<file path="src/rtl/core/deadline_slot_scheduler_core_macros.svh">
// Assertion macros for the deadline slot scheduler.
`ifndef DEADLINE_SLOT_SCHEDULER_CORE_MACROS_SVH
`define DEADLINE_SLOT_SCHEDULER_CORE_MACROS_SVH
`ifndef SYNTH
`define DSS_ASSERT_IMPL(label, clk, rstn, ante, cons) \
    label: assert property (@(posedge clk) disable iff (!rstn) (ante) |-> (cons)) \
        else $error("assertion failed");
`define DSS_ASSERT_NEXT(label, clk, rstn, ante, cons) \
    label: assert property (@(posedge clk) disable iff (!rstn) (ante) |=> (cons)) \
        else $error("assertion failed");
`else
`define DSS_ASSERT_IMPL(label, clk, rstn, ante, cons)
`define DSS_ASSERT_NEXT(label, clk, rstn, ante, cons)
`endif
`endif

</file>
<file path="src/rtl/core/dss_pkg.sv">
package dss_pkg;
    localparam int PRI_W = 16;
    localparam int DL_W  = 8;
    localparam int IDX_W = 6;
    // Output word: job_index, slot, none_scheduled, overflow, end_of_run.
    typedef struct packed {
        logic       end_of_run;
        logic       overflow;
        logic       none_scheduled;
        logic [5:0] slot;
        logic [5:0] job_index;
    } result_t;
endpackage

</file>
<file path="src/rtl/core/deadline_slot_scheduler_core.sv">
// Job sequencing with deadlines. Jobs load one word per cycle on the s_ side
// (tdata = priority, deadline; tlast closes the set). Up to MAX_JOBS jobs are
// held; later jobs of the set are dropped and every result of that set has
// overflow set. After the last word the block takes no input while it
// schedules. A selection sort scans the priority memory once per pass, one
// read a cycle; n passes pick the jobs and one more pass finds none left.
// Each picked job then loads its deadline, skips down past taken slots and
// takes the latest free slot below its deadline, or gives up. The schedule
// is then read from the slot owner memory from the latest slot down, and
// output stalls hold that read.
// One result word is given per scheduled job, or a single word with
// none_scheduled set when no job got a slot.
module deadline_slot_scheduler_core #(
    parameter int MAX_JOBS = 32
) (
    input  logic        aclk,
    input  logic        aresetn,
    input  logic        s_tvalid,
    output logic        s_tready,
    input  logic [23:0] s_tdata,   // [15:0] priority_req, [23:16] deadline
    input  logic        s_tlast,
    output logic        m_tvalid,
    input  logic        m_tready,
    output logic [15:0] m_tdata,   // [5:0] job_index, [11:6] slot, [12] none_scheduled,
                                   // [13] overflow, [15:14] zero
    output logic        m_tlast    // end_of_run
);
    import dss_pkg::*;
    `include "deadline_slot_scheduler_core_macros.svh"

    localparam int AW = (MAX_JOBS > 1) ? $clog2(MAX_JOBS) : 1;
    localparam int CW = $clog2(MAX_JOBS + 1);
    localparam int RD = 1 << AW;

    localparam logic [2:0] ST_LOAD = 3'd0;
    localparam logic [2:0] ST_SCAN = 3'd1;
    localparam logic [2:0] ST_SRCH = 3'd2;
    localparam logic [2:0] ST_EMIT = 3'd3;
    localparam logic [2:0] ST_OUT  = 3'd4;
    localparam logic [2:0] ST_NONE = 3'd5;
    localparam logic [2:0] ST_LIM  = 3'd6;

    logic [2:0]          state_reg, state_next;
    logic [CW-1:0]       count_reg, count_next;
    logic                ovf_reg, ovf_next;
    logic [MAX_JOBS-1:0] taken_reg, taken_next;
    logic [MAX_JOBS-1:0] used_reg, used_next;
    logic [CW-1:0]       ptr_reg, ptr_next;      // scan read address / slot cursor
    logic                rv_reg, rv_next;        // read data valid for address ptr-1
    logic [AW-1:0]       radr_reg, radr_next;
    logic                best_v_reg, best_v_next;
    logic [PRI_W-1:0]    best_p_reg, best_p_next;
    logic [AW-1:0]       best_i_reg, best_i_next;
    logic [CW-1:0]       lim_reg, lim_next;
    logic [CW-1:0]       picks_reg, picks_next;
    logic                mv_reg, mv_next;
    result_t             res_reg, res_next;

    logic [PRI_W-1:0] pri_q;
    logic [DL_W-1:0]  dl_q;
    logic [AW-1:0]    own_q;
    logic             acc, st_we, own_we;
    logic [AW-1:0]    st_wa, own_wa, pri_ra, own_ra;
    logic [AW-1:0]    lim_m1;
    logic             more_later;
    logic [CW-1:0]    dl_cap;

    assign s_tready = (state_reg == ST_LOAD);
    assign acc      = s_tvalid && s_tready;
    assign st_we    = acc && (count_reg < CW'(MAX_JOBS));
    assign st_wa    = count_reg[AW-1:0];
    assign lim_m1   = AW'(lim_reg - 1'b1);

    dss_ram #(.WIDTH(PRI_W), .DEPTH(RD)) u_pri (
        .aclk(aclk), .we(st_we), .waddr(st_wa), .wdata(s_tdata[15:0]),
        .raddr(pri_ra), .rdata(pri_q));
    dss_ram #(.WIDTH(DL_W), .DEPTH(RD)) u_dl (
        .aclk(aclk), .we(st_we), .waddr(st_wa), .wdata(s_tdata[23:16]),
        .raddr(best_i_next), .rdata(dl_q));
    dss_ram #(.WIDTH(AW), .DEPTH(RD)) u_own (
        .aclk(aclk), .we(own_we), .waddr(own_wa), .wdata(best_i_reg),
        .raddr(own_ra), .rdata(own_q));

    assign pri_ra = ptr_reg[AW-1:0];
    assign own_ra = AW'(ptr_reg - 1'b1);
    assign own_we = (state_reg == ST_SRCH) && (lim_reg != '0) && !taken_reg[lim_m1];
    assign own_wa = lim_m1;
    assign dl_cap = (CW'(dl_q) > count_reg || dl_q > DL_W'(MAX_JOBS)) ? count_reg
                                                                       : CW'(dl_q);
    // Any taken slot below the cursor still to emit.
    always_comb begin
        more_later = 1'b0;
        for (int i = 0; i < MAX_JOBS; i++) begin
            if (CW'(i) < ptr_reg - 1'b1 && taken_reg[i]) more_later = 1'b1;
        end
    end

    // Sequencer.
    always_comb begin
        state_next  = state_reg;
        count_next  = count_reg;
        ovf_next    = ovf_reg;
        taken_next  = taken_reg;
        used_next   = used_reg;
        ptr_next    = ptr_reg;
        rv_next     = 1'b0;
        radr_next   = radr_reg;
        best_v_next = best_v_reg;
        best_p_next = best_p_reg;
        best_i_next = best_i_reg;
        lim_next    = lim_reg;
        picks_next  = picks_reg;
        mv_next     = mv_reg;
        res_next    = res_reg;
        if (mv_reg && m_tready) mv_next = 1'b0;
        unique case (state_reg)
            ST_LOAD: begin
                if (acc) begin
                    if (count_reg < CW'(MAX_JOBS)) count_next = count_reg + 1'b1;
                    else ovf_next = 1'b1;
                    if (s_tlast) begin
                        state_next  = ST_SCAN;
                        ptr_next    = '0;
                        best_v_next = 1'b0;
                        picks_next  = '0;
                        used_next   = '0;
                    end
                end
            end
            ST_SCAN: begin
                // Compare the word read last cycle; first strict max wins ties.
                if (rv_reg && !used_reg[radr_reg] &&
                    (!best_v_reg || pri_q > best_p_reg)) begin
                    best_v_next = 1'b1;
                    best_p_next = pri_q;
                    best_i_next = radr_reg;
                end
                if (ptr_reg < count_next && ptr_reg < CW'(MAX_JOBS)) begin
                    rv_next   = 1'b1;
                    radr_next = ptr_reg[AW-1:0];
                    ptr_next  = ptr_reg + 1'b1;
                end else if (!rv_reg) begin
                    if (picks_reg == count_reg) begin
                        state_next = ST_EMIT;
                        ptr_next   = count_reg;
                        rv_next    = 1'b0;
                    end else begin
                        // Deadline read is addressed by best_i_next this cycle.
                        state_next = ST_LIM;
                        used_next[best_i_reg] = 1'b1;
                    end
                end
            end
            ST_LIM: begin
                // The picked job's deadline is on the read port now.
                lim_next   = dl_cap;
                state_next = ST_SRCH;
            end
            ST_SRCH: begin
                if (lim_reg == '0 || !taken_reg[lim_m1]) begin
                    if (lim_reg != '0) taken_next[lim_m1] = 1'b1;
                    picks_next  = picks_reg + 1'b1;
                    state_next  = ST_SCAN;
                    ptr_next    = '0;
                    best_v_next = 1'b0;
                end else begin
                    lim_next = lim_reg - 1'b1;
                end
            end
            ST_EMIT: begin
                // Owner read of slot ptr-1 is issued here; its data is used in ST_OUT.
                if (ptr_reg == '0) begin
                    state_next = ST_NONE;
                end else if (taken_reg[AW'(ptr_reg - 1'b1)]) begin
                    state_next = ST_OUT;
                end else begin
                    ptr_next = ptr_reg - 1'b1;
                end
            end
            ST_OUT: begin
                if (!mv_reg || m_tready) begin
                    mv_next = 1'b1;
                    res_next.job_index      = IDX_W'(own_q);
                    res_next.slot           = IDX_W'(ptr_reg - 1'b1);
                    res_next.none_scheduled = 1'b0;
                    res_next.overflow       = ovf_reg;
                    res_next.end_of_run     = !more_later;
                    ptr_next   = ptr_reg - 1'b1;
                    state_next = more_later ? ST_EMIT : ST_LOAD;
                    if (!more_later) begin
                        count_next = '0;
                        ovf_next   = 1'b0;
                        taken_next = '0;
                    end
                end
            end
            ST_NONE: begin
                if (!mv_reg || m_tready) begin
                    mv_next  = 1'b1;
                    res_next = '{end_of_run: 1'b1, overflow: ovf_reg,
                                 none_scheduled: 1'b1, slot: '0, job_index: '0};
                    state_next = ST_LOAD;
                    count_next = '0;
                    ovf_next   = 1'b0;
                    taken_next = '0;
                end
            end
            default: state_next = ST_LOAD;
        endcase
    end

    always_ff @(posedge aclk) begin
        if (!aresetn) begin
            state_reg  <= ST_LOAD;
            count_reg  <= '0;
            ovf_reg    <= 1'b0;
            taken_reg  <= '0;
            used_reg   <= '0;
            ptr_reg    <= '0;
            rv_reg     <= 1'b0;
            best_v_reg <= 1'b0;
            picks_reg  <= '0;
            mv_reg     <= 1'b0;
            lim_reg    <= '0;
        end else begin
            state_reg  <= state_next;
            count_reg  <= count_next;
            ovf_reg    <= ovf_next;
            taken_reg  <= taken_next;
            used_reg   <= used_next;
            ptr_reg    <= ptr_next;
            rv_reg     <= rv_next;
            best_v_reg <= best_v_next;
            picks_reg  <= picks_next;
            mv_reg     <= mv_next;
            lim_reg    <= lim_next;
        end
        radr_reg   <= radr_next;
        best_p_reg <= best_p_next;
        best_i_reg <= best_i_next;
        res_reg    <= res_next;
    end

    assign m_tvalid = mv_reg;
    assign m_tdata  = {2'b00, res_reg.overflow, res_reg.none_scheduled,
                       res_reg.slot, res_reg.job_index};
    assign m_tlast  = res_reg.end_of_run;

    `DSS_ASSERT_IMPL(a_ready_load, aclk, aresetn, s_tready, state_reg == ST_LOAD)
    `DSS_ASSERT_IMPL(a_count_cap, aclk, aresetn, 1'b1, count_reg <= CW'(MAX_JOBS))
    `DSS_ASSERT_IMPL(a_picks_cap, aclk, aresetn, state_reg != ST_LOAD, picks_reg <= count_reg)
    `DSS_ASSERT_NEXT(a_clear_after, aclk, aresetn,
        mv_next && res_next.end_of_run && !mv_reg, taken_reg == '0)
endmodule

</file>
<file path="src/rtl/core/dss_ram.sv">
module dss_ram #(
    parameter int WIDTH = 8,
    parameter int DEPTH = 32
) (
    input  logic                     aclk,
    input  logic                     we,
    input  logic [$clog2(DEPTH)-1:0] waddr,
    input  logic [WIDTH-1:0]         wdata,
    input  logic [$clog2(DEPTH)-1:0] raddr,
    output logic [WIDTH-1:0]         rdata
);
    logic [WIDTH-1:0] mem [DEPTH];

    // One write port, one registered read port.
    always_ff @(posedge aclk) begin
        if (we) begin
            mem[waddr] <= wdata;
        end
        rdata <= mem[raddr];
    end
endmodule
</file>
<file path="config.mk">
export PLATFORM = sky130hd
export DESIGN_NAME = deadline_slot_scheduler_core
export DESIGN_NICKNAME = d
export VERILOG_FILES = /design/src/rtl/core/dss_pkg.sv /design/src/rtl/core/deadline_slot_scheduler_core.sv /design/src/rtl/core/dss_ram.sv
export VERILOG_INCLUDE_DIRS = /design/src /design/src/rtl/core
export SDC_FILE = /design/constraint.sdc
export NUM_CORES = 1
export LEC_CHECK = 0
export BUFFER_PORTS_ARGS = -buffer_cell sky130_fd_sc_hd__clkbuf_2
export CAP_MARGIN = 20
export CORE_ASPECT_RATIO = 0.8
export CORE_MARGIN = 2
export CORE_UTILIZATION = 56
export CTS_CLUSTER_DIAMETER = 60
export DETAILED_ROUTE_END_ITERATION = 16
export PLACE_DENSITY = 0.72
export SLEW_MARGIN = 20
export SYNTH_ARGS = -nofsm -noshare
export SYNTH_HDL_FRONTEND = slang
export SYNTH_SLANG_ARGS = --single-unit
</file>
<file path="constraint.sdc">
create_clock -name aclk -period 15.15 [get_ports aclk]
set_clock_uncertainty 0.2 [all_clocks]
set_input_delay 0.7575 -clock aclk [delete_from_list [all_inputs] [get_ports aclk]]
set_output_delay 0.7575 -clock aclk [all_outputs]
set_load 0.05 [all_outputs]
</file>
==> results of run 1 <==
[power breakdown]
group	total (mW)	internal, mW	switching (mW)	leakage (nW)
logic	2.06	0.846	1.21	4.32
registers	3.60	3.46	0.141	9.74
clock network	2.56	1.46	1.11	1.62
total	8.22	5.76	2.46	15.7
[layer usage]
metal	vias up	global-route usage [%]	wire length, um
met5	-	0	42
met4	6	6.79	2170
met3	163	5.02	10600
met2	1381	39.6	48400
met1	12900	40.8	45800
li1	10500	-	-
[final cells by class]
cell class / instances / area share [%]
Sequential cell: 1092 / 64.0
Inverter: 57 / 0.440
Clock buffer: 139 / 5.68
Clock inverter: 50 / 1.14
Timing Repair Buffer: 99 / 1.41
Tap cell: 1034 / 2.63
Multi-Input combinational cell: 1333 / 24.7
[synthesized netlist by cell type (4+ instances only)]
library cell and number:
mux4_2 226, or3_1 7, o31ai_1 8, clkbuf_1 72, nor3_1 27, nor4_1 14, a32o_1 4, a31oi_1 14
nand3_1 77, o31a_1 4, a21oi_1 100, a32oi_1 20, o22ai_1 14, a22o_1 4, and3_1 6, xnor2_1 9
and2_1 13, mux2i_1 91, nand4_1 10, inv_1 54, mux2_2 22, xor2_1 9, nand2_1 229, a21boi_0 24
o21a_1 7, ha_1 40, o211ai_1 5, a211oi_1 23, buf_2 18, o2111ai_1 6, o21ai_0 69, buf_6 4
edfxtp_1 963, nor2b_1 9, o21ai_1 4, buf_4 10, nor2_1 152, dfxtp_1 129, a22oi_1 10, buf_1 25
nand2b_1 16
[cells by family after synthesis]
family,Yosys count,share of synthesized area (%)
DFF,1092,71.4
and+or+nand+nor,587,6.03
AOI/OAI and AO/OA,346,5.09
muxes,339,14.2
buffers and inverters,186,1.79
adders and majority gates,40,1.13
xor gates and xnor gates,18,0.357
other,1,0.00850
[final timing paths]
| kind | slack, ns | end | start |
|---|---|---|---|
| worst max-delay path | 9.61 | u_dl.rdata[1] | radr_reg[0] |
| worst min register to register | 0.24 | best_p_reg[14] | u_pri.rdata[14] |
| worst min-delay path | 0.23 | ptr_reg[0] | aresetn |
| worst max register to register | 9.61 | u_dl.rdata[1] | radr_reg[0] |
[critical path, delay by kind of cell, from the launching register on]
kind | cells | cell delay [ns]
AOI/OAI and AO/OA | 5 | 1.12
buffers and inverters | 2 | 0.95
DFF | 1 | 0.93
muxes | 2 | 0.64
and+or+nand+nor | 3 | 1.55
[metrics by stage]
step / total power [mW] / instance area, um^2 / setup WS [ns] / hold WS, ns
after floorplan: 5.05 / 44100 / 10.39 / 0.202
after global placement: 5.64 / 45800 / 9.48 / 0.217
after detailed placement: 5.69 / 45800 / 9.69 / 0.228
after global routing: 8.52 / 49200 / 9.28 / 0.216
after CTS: 8.23 / 49200 / 9.65 / 0.188
final: 8.22 / 49200 / 9.61 / 0.231
==> metrics, run 1 <==
Area Overhead vs Synth=11.6%; Finish-stage setup viols=0; number of diodes=0; Fmax=between 150 and 200 MHz; Die ar.=81000 um^2; vias per inst=around 6.6; minimum clock period=~5.5 ns; max incr delay on CP=between 0.9 and 1 ns; ys async rst share=0%; CTS tree=done; Final Non-Filler Cells=roughly 3800; DR vias=about 25000; vias in the first global route=approximately 24000; CTS Hold Bufs=0; CP Max Fanout=41; final period utilization=36.6%; post-synth top area share=between 60 and 70%; Detailed Route Iter0 Violations=approximately 3600; Worst Path Required=15.50 ns; Nets=~2800; Top Registers=u_pri.mem x512, u_dl.mem x256, u_own.mem x160; Setup Fix Bufs, Post-CTS=0; GP Congestion=between 0.9 and 1; hold depth=2; Buffers on Ports=44; Cell variety after synth=83; TNS Setup=0 ns; number of synthesized register bits=1092; wire per inst=28.1 um; multi-input logic area=between 10000 and 15000 um^2; Util after Layout=a little over three fifths; kind of end point of the critical path=register; total clock sinks=around 1100; RSZ-0062 raised after global routing=no; R2R depth=12; number of synthesized flops with an enable pin=between 900 and 1000; VDD IR max=between 0.15 and 0.2 mV; total wire length=roughly 110 mm; post-synthesis cell count=roughly 2600; most common cell after layout, fill and taps aside=edfxtp_1; Ports=48; cts repair resizes=0; DR DRC count=0; initial antenna violation count=3; Max Slew Vio Count=0; cell breakdown of the critical path=mux2i_1 -> a21oi_1 -> a31oi_1 -> nand4_2 -> nor2_4 -> mux2i_4 -> buf_4 -> inv_2 -> and2_1 -> a32oi_1 -> o31ai_1 -> a2111oi_1; total CTS buffers=between 100 and 150; Die Height=255 um; WP data arrival=between 5 and 6 ns; most frequent cells in the layout=963 x edfxtp_1, 229 x nand2_1, 226 x mux4_2, 123 x dfxtp_1, 120 x nor2_1; DP HPWL=between 60 and 70 mm; Worst-Margin Slew=1.13 ns; Mapped Area=about 44000 um^2; Post-Place Cells=between 3000 and 4000; final hold violations=0; Tot GR Track Use=a little over a quarter; drt first pass iters=6; first-pass GRT wire length=between 150 and 200 mm; total global routing overflow=0; worst-skew pair later-pin latency=~0.69 ns; Clock transition at path regs=~0.07 ns; largest net degree at the start of global routing=just over 100; CP max-delay cell=edfxtp_1; width of the die=~320 um; FF+latch area=approximately 32000 um^2; Top FF cell, synth=edfxtp_1; max reg flops=512; Mapped Avg Cell Area=about 17 um^2; share of layout cells above drive strength 1=slightly above 20%; Fillers=5352; Synth Warn #=0; max-cap viol count=0; post-synthesis sequential area ratio=71.4%; synth top area cells=edfxtp_1 66%, mux4_2 12%, dfxtp_1 5.9%; H-Tree Level Count=3; remaining antenna violation count after routing=0; P_leak=between 15 and 20 nW; CORE AREA=78400 um^2; Top reg by flops=u_pri.mem; slew margin rel.=24.6%; Initial Util=between 50% and 60%; power per cell area=167 nW/um^2; Root Driver=clkbuf_16; largest area contributor in the netlist=edfxtp_1; worst hold path class=in2reg; CP Launch Type=register; CTS Buffer Depth=3; status=finished clean; row count=92; critical path class=reg2reg
Note: power is estimated with default switching activity, not from simulation.
==> run 2, diff against run 1 <==
--- a/config.mk
+++ b/config.mk
@@ -13,7 +13,7 @@
 export CORE_UTILIZATION = 56
 export CTS_CLUSTER_DIAMETER = 60
 export DETAILED_ROUTE_END_ITERATION = 16
-export PLACE_DENSITY = 0.72
+export PLACE_DENSITY = 0.75
 export SLEW_MARGIN = 20
 export SYNTH_ARGS = -nofsm -noshare
 export SYNTH_HDL_FRONTEND = slang
==> constraint.sdc (replaced) <==
create_clock -name aclk -period 4.9 [get_ports aclk]
set_clock_uncertainty 0.2 [all_clocks]
set_input_delay 0.245 -clock aclk [delete_from_list [all_inputs] [get_ports aclk]]
set_output_delay 0.245 -clock aclk [all_outputs]
set_load 0.05 [all_outputs]
==> run 2 against run 1 <==
Effect of this change:
- non-clock buffer count grew 67
- wire length grew 1.8%
- utilization grew 0.78 points
- critical path depth is the same
- flip-flop and latch count is the same
- combinational power grew to 3.2 times the previous value
- register-to-register slack lost 9.1 ns
- total power grew to 3.1 times the previous value
- cell count grew 1.7%
- global-route usage grew 0.43 points
- via count grew 1.6%
- critical endpoint is now count_reg[2]
- largest power group unchanged
==> metrics, run 2 (synthesis results as in run 1) <==
P_leak=16.0 nW (+2.3%); Crit path buffers/inverters=2 (unchanged); CP max-delay cell=nor4_2; worst hold path class=in2reg; TNS Setup=0 ns (unchanged); total CTS buffers=102 (unchanged); Psw=7.70 mW (+210%); CP top delay family=simple AND/OR/NAND/NOR gates; Finish-stage setup viols=0 (unchanged); clock share of power=31.5% (+0.3 points); worst-skew pair later-pin latency=0.69 ns (about the same); Tot GR Track Use=27.0% (+0.43 points); VDD IR max=0.404 mV (+160%); CTS Buffer Depth=3 (unchanged); H-Tree Level Count=3 (unchanged); share of layout cells above drive strength 1=21.8% (+1.3 points); Die ar.=81000 um^2 (unchanged); Pint=18.1 mW (+210%); final hold violations=0 (unchanged); Worst-Margin Slew=1.13 ns (+0.00186 ns); total global routing overflow=0 (unchanged); FF+latch area=31500 um^2 (about the same); CP Max Fanout=41 (unchanged); Max Slew Vio Count=0 (unchanged); worst slack, placed=0.665 ns (-9.03 ns); first-pass GRT wire length=161 mm (+1.8%); Worst Path Required=5.27 ns (-10.23 ns); Top Registers=u_pri.mem x512, u_dl.mem x256, u_own.mem x160; wire per inst=28.1 um (about the same); Clock transition at path regs=0.06 ns (about the same); Area after DPL=46200 um^2 (+0.85%); vias in the first global route=24600 (+2.4%); Nets=2821 (+2.4%); CORE AREA=78400 um^2 (unchanged); total clock sinks=1092 (unchanged); most common cell after layout, fill and taps aside=edfxtp_1; Area Overhead vs Synth=13.0%; register-to-register setup slack=0.51 ns (-9.10 ns); power per cell area=517 nW/um^2 (+210%); most frequent cells in the layout=963 x edfxtp_1, 229 x nand2_1, 226 x mux4_2, 122 x dfxtp_1, 120 x nor2_1; WP data arrival=4.76 ns (-1.13 ns); Root Driver=clkbuf_16; Worst Setup Slack, final=0.507 ns (-9.10 ns); vias per inst=6.55 (about the same); minimum clock period=4.39 ns (-1.15 ns); cell area after layout=49800 um^2 (+1.2%); Fmax=228 MHz (+26%); Switching Fraction=29.9% (-0.052 points); Die Height=255 um (unchanged); max reg flops=512 (unchanged); cell breakdown of the critical path=or2_4 -> nor4_2 -> nor2_1 -> buf_4 -> nand2_1 -> o22ai_1 -> nand4_1 -> nor3_1 -> buf_4 -> a31oi_4 -> nand2_1 -> o31ai_1; multi-input logic area=12100 um^2 (-0.10%); critical path class=reg2reg; DR DRC count=0 (unchanged); RSZ-0062 raised after global routing=no; Buffers on Ports=44 (unchanged); remaining antenna violation count after routing=0 (unchanged); total wire length=109 mm (+1.8%); sequential share of power=43.1% (-0.7 points); final period utilization=89.7% (+53 points); width of the die=318 um (unchanged); Detailed Route Iter0 Violations=3500 (-2.2%); status=finished clean; kind of end point of the critical path=register; number of diodes=0 (unchanged); GP Congestion=0.918 (+1.9%); drt first pass iters=8 (+2); CTS tree=done; slew margin rel.=24.0% (-0.57 points); Top reg by flops=u_pri.mem; DP HPWL=63.4 mm (+1.3%); CP Launch Type=register; DR vias=25300 (+1.6%); Ports=48 (unchanged); initial antenna violation count=4 (+1); Initial Util=56.3% (unchanged); row count=92 (unchanged); largest net degree at the start of global routing=135 (+31%); max incr delay on CP=0.92 ns (about the same); max-cap viol count=0 (unchanged); Fillers=5213 (-2.6%); combinational share of power=25.5% (+0.4 points); Setup Fix Bufs, Post-CTS=0 (unchanged)
## run 2: final cells by class
type	count	area share (%)
sequential	1092	63.2
multi-input combinational	1333	24.4
clock buffer	120	5.36
tap	1034	2.60
timing repair buffer	166	2.47
clock inverter	67	1.54
inverter	57	0.434
## run 2: path summary, 6_finish.rpt
path                                       from         endpoint  cells past startpoint
worst max-delay path                 ptr_reg[3]     count_reg[2]                     12
worst min-delay path                s_tdata[22]  u_dl.mem[14][6]                      1
worst max register to register       ptr_reg[3]     count_reg[2]                     12
worst min register to register  u_pri.rdata[14]   best_p_reg[14]                      0
## run 2: power by group through the flow
stage / sequential [mW] / clock, mW / combinational [mW]
finish: 11.1 / 8.11 / 6.56
global route: 11.1 / 8.52 / 7.00
CTS: 11.1 / 8.18 / 6.51
detailed placement: 11.3 / 0 / 6.42
global placement: 11.3 / 0 / 6.29
floorplan: 11.1 / 0 / 4.49
## run 2: per-layer routing
layer / GRT usage, % / routed length (um) / up-vias
met3: 5.86 / 10800 / 227
met1: 38.6 / 44000 / 12900
li1: - / - / 10600
met4: 8.41 / 3080 / 6
met5: 0 / 29 / -
met2: 42.1 / 50900 / 1531
## run 2: worst register-to-register path, stage by stage (launching register included)
cell and delay (ns):
dfxtp_2 0.42, or2_4 0.30, nor4_2 0.92, nor2_1 0.23, buf_4 0.24, nand2_1 0.11, o22ai_1 0.09, nand4_1 0.16
nor3_1 0.08, buf_4 0.16, a31oi_4 0.89, nand2_1 0.20, o31ai_1 0.30
## run 2: timing repair
action / 4_1_cts / 5_1_grt
resized for setup: 0 / 0
endpoints found under the hold margin: 504 / 0
hold buffers: 19 / 0
## run 2: metrics by stage
stage                     hold slack [ns]  utilization, %  total power, mW  cells
after global placement              0.221            58.9             17.6   3663
final                              0.0248            63.6             25.8   3869
after global routing               0.0508            63.6             26.6   3869
after CTS                         0.00513            63.6             25.8   3869
after floorplan                     0.144               -             15.6   2611
after detailed placement            0.230            58.9             17.7   3663
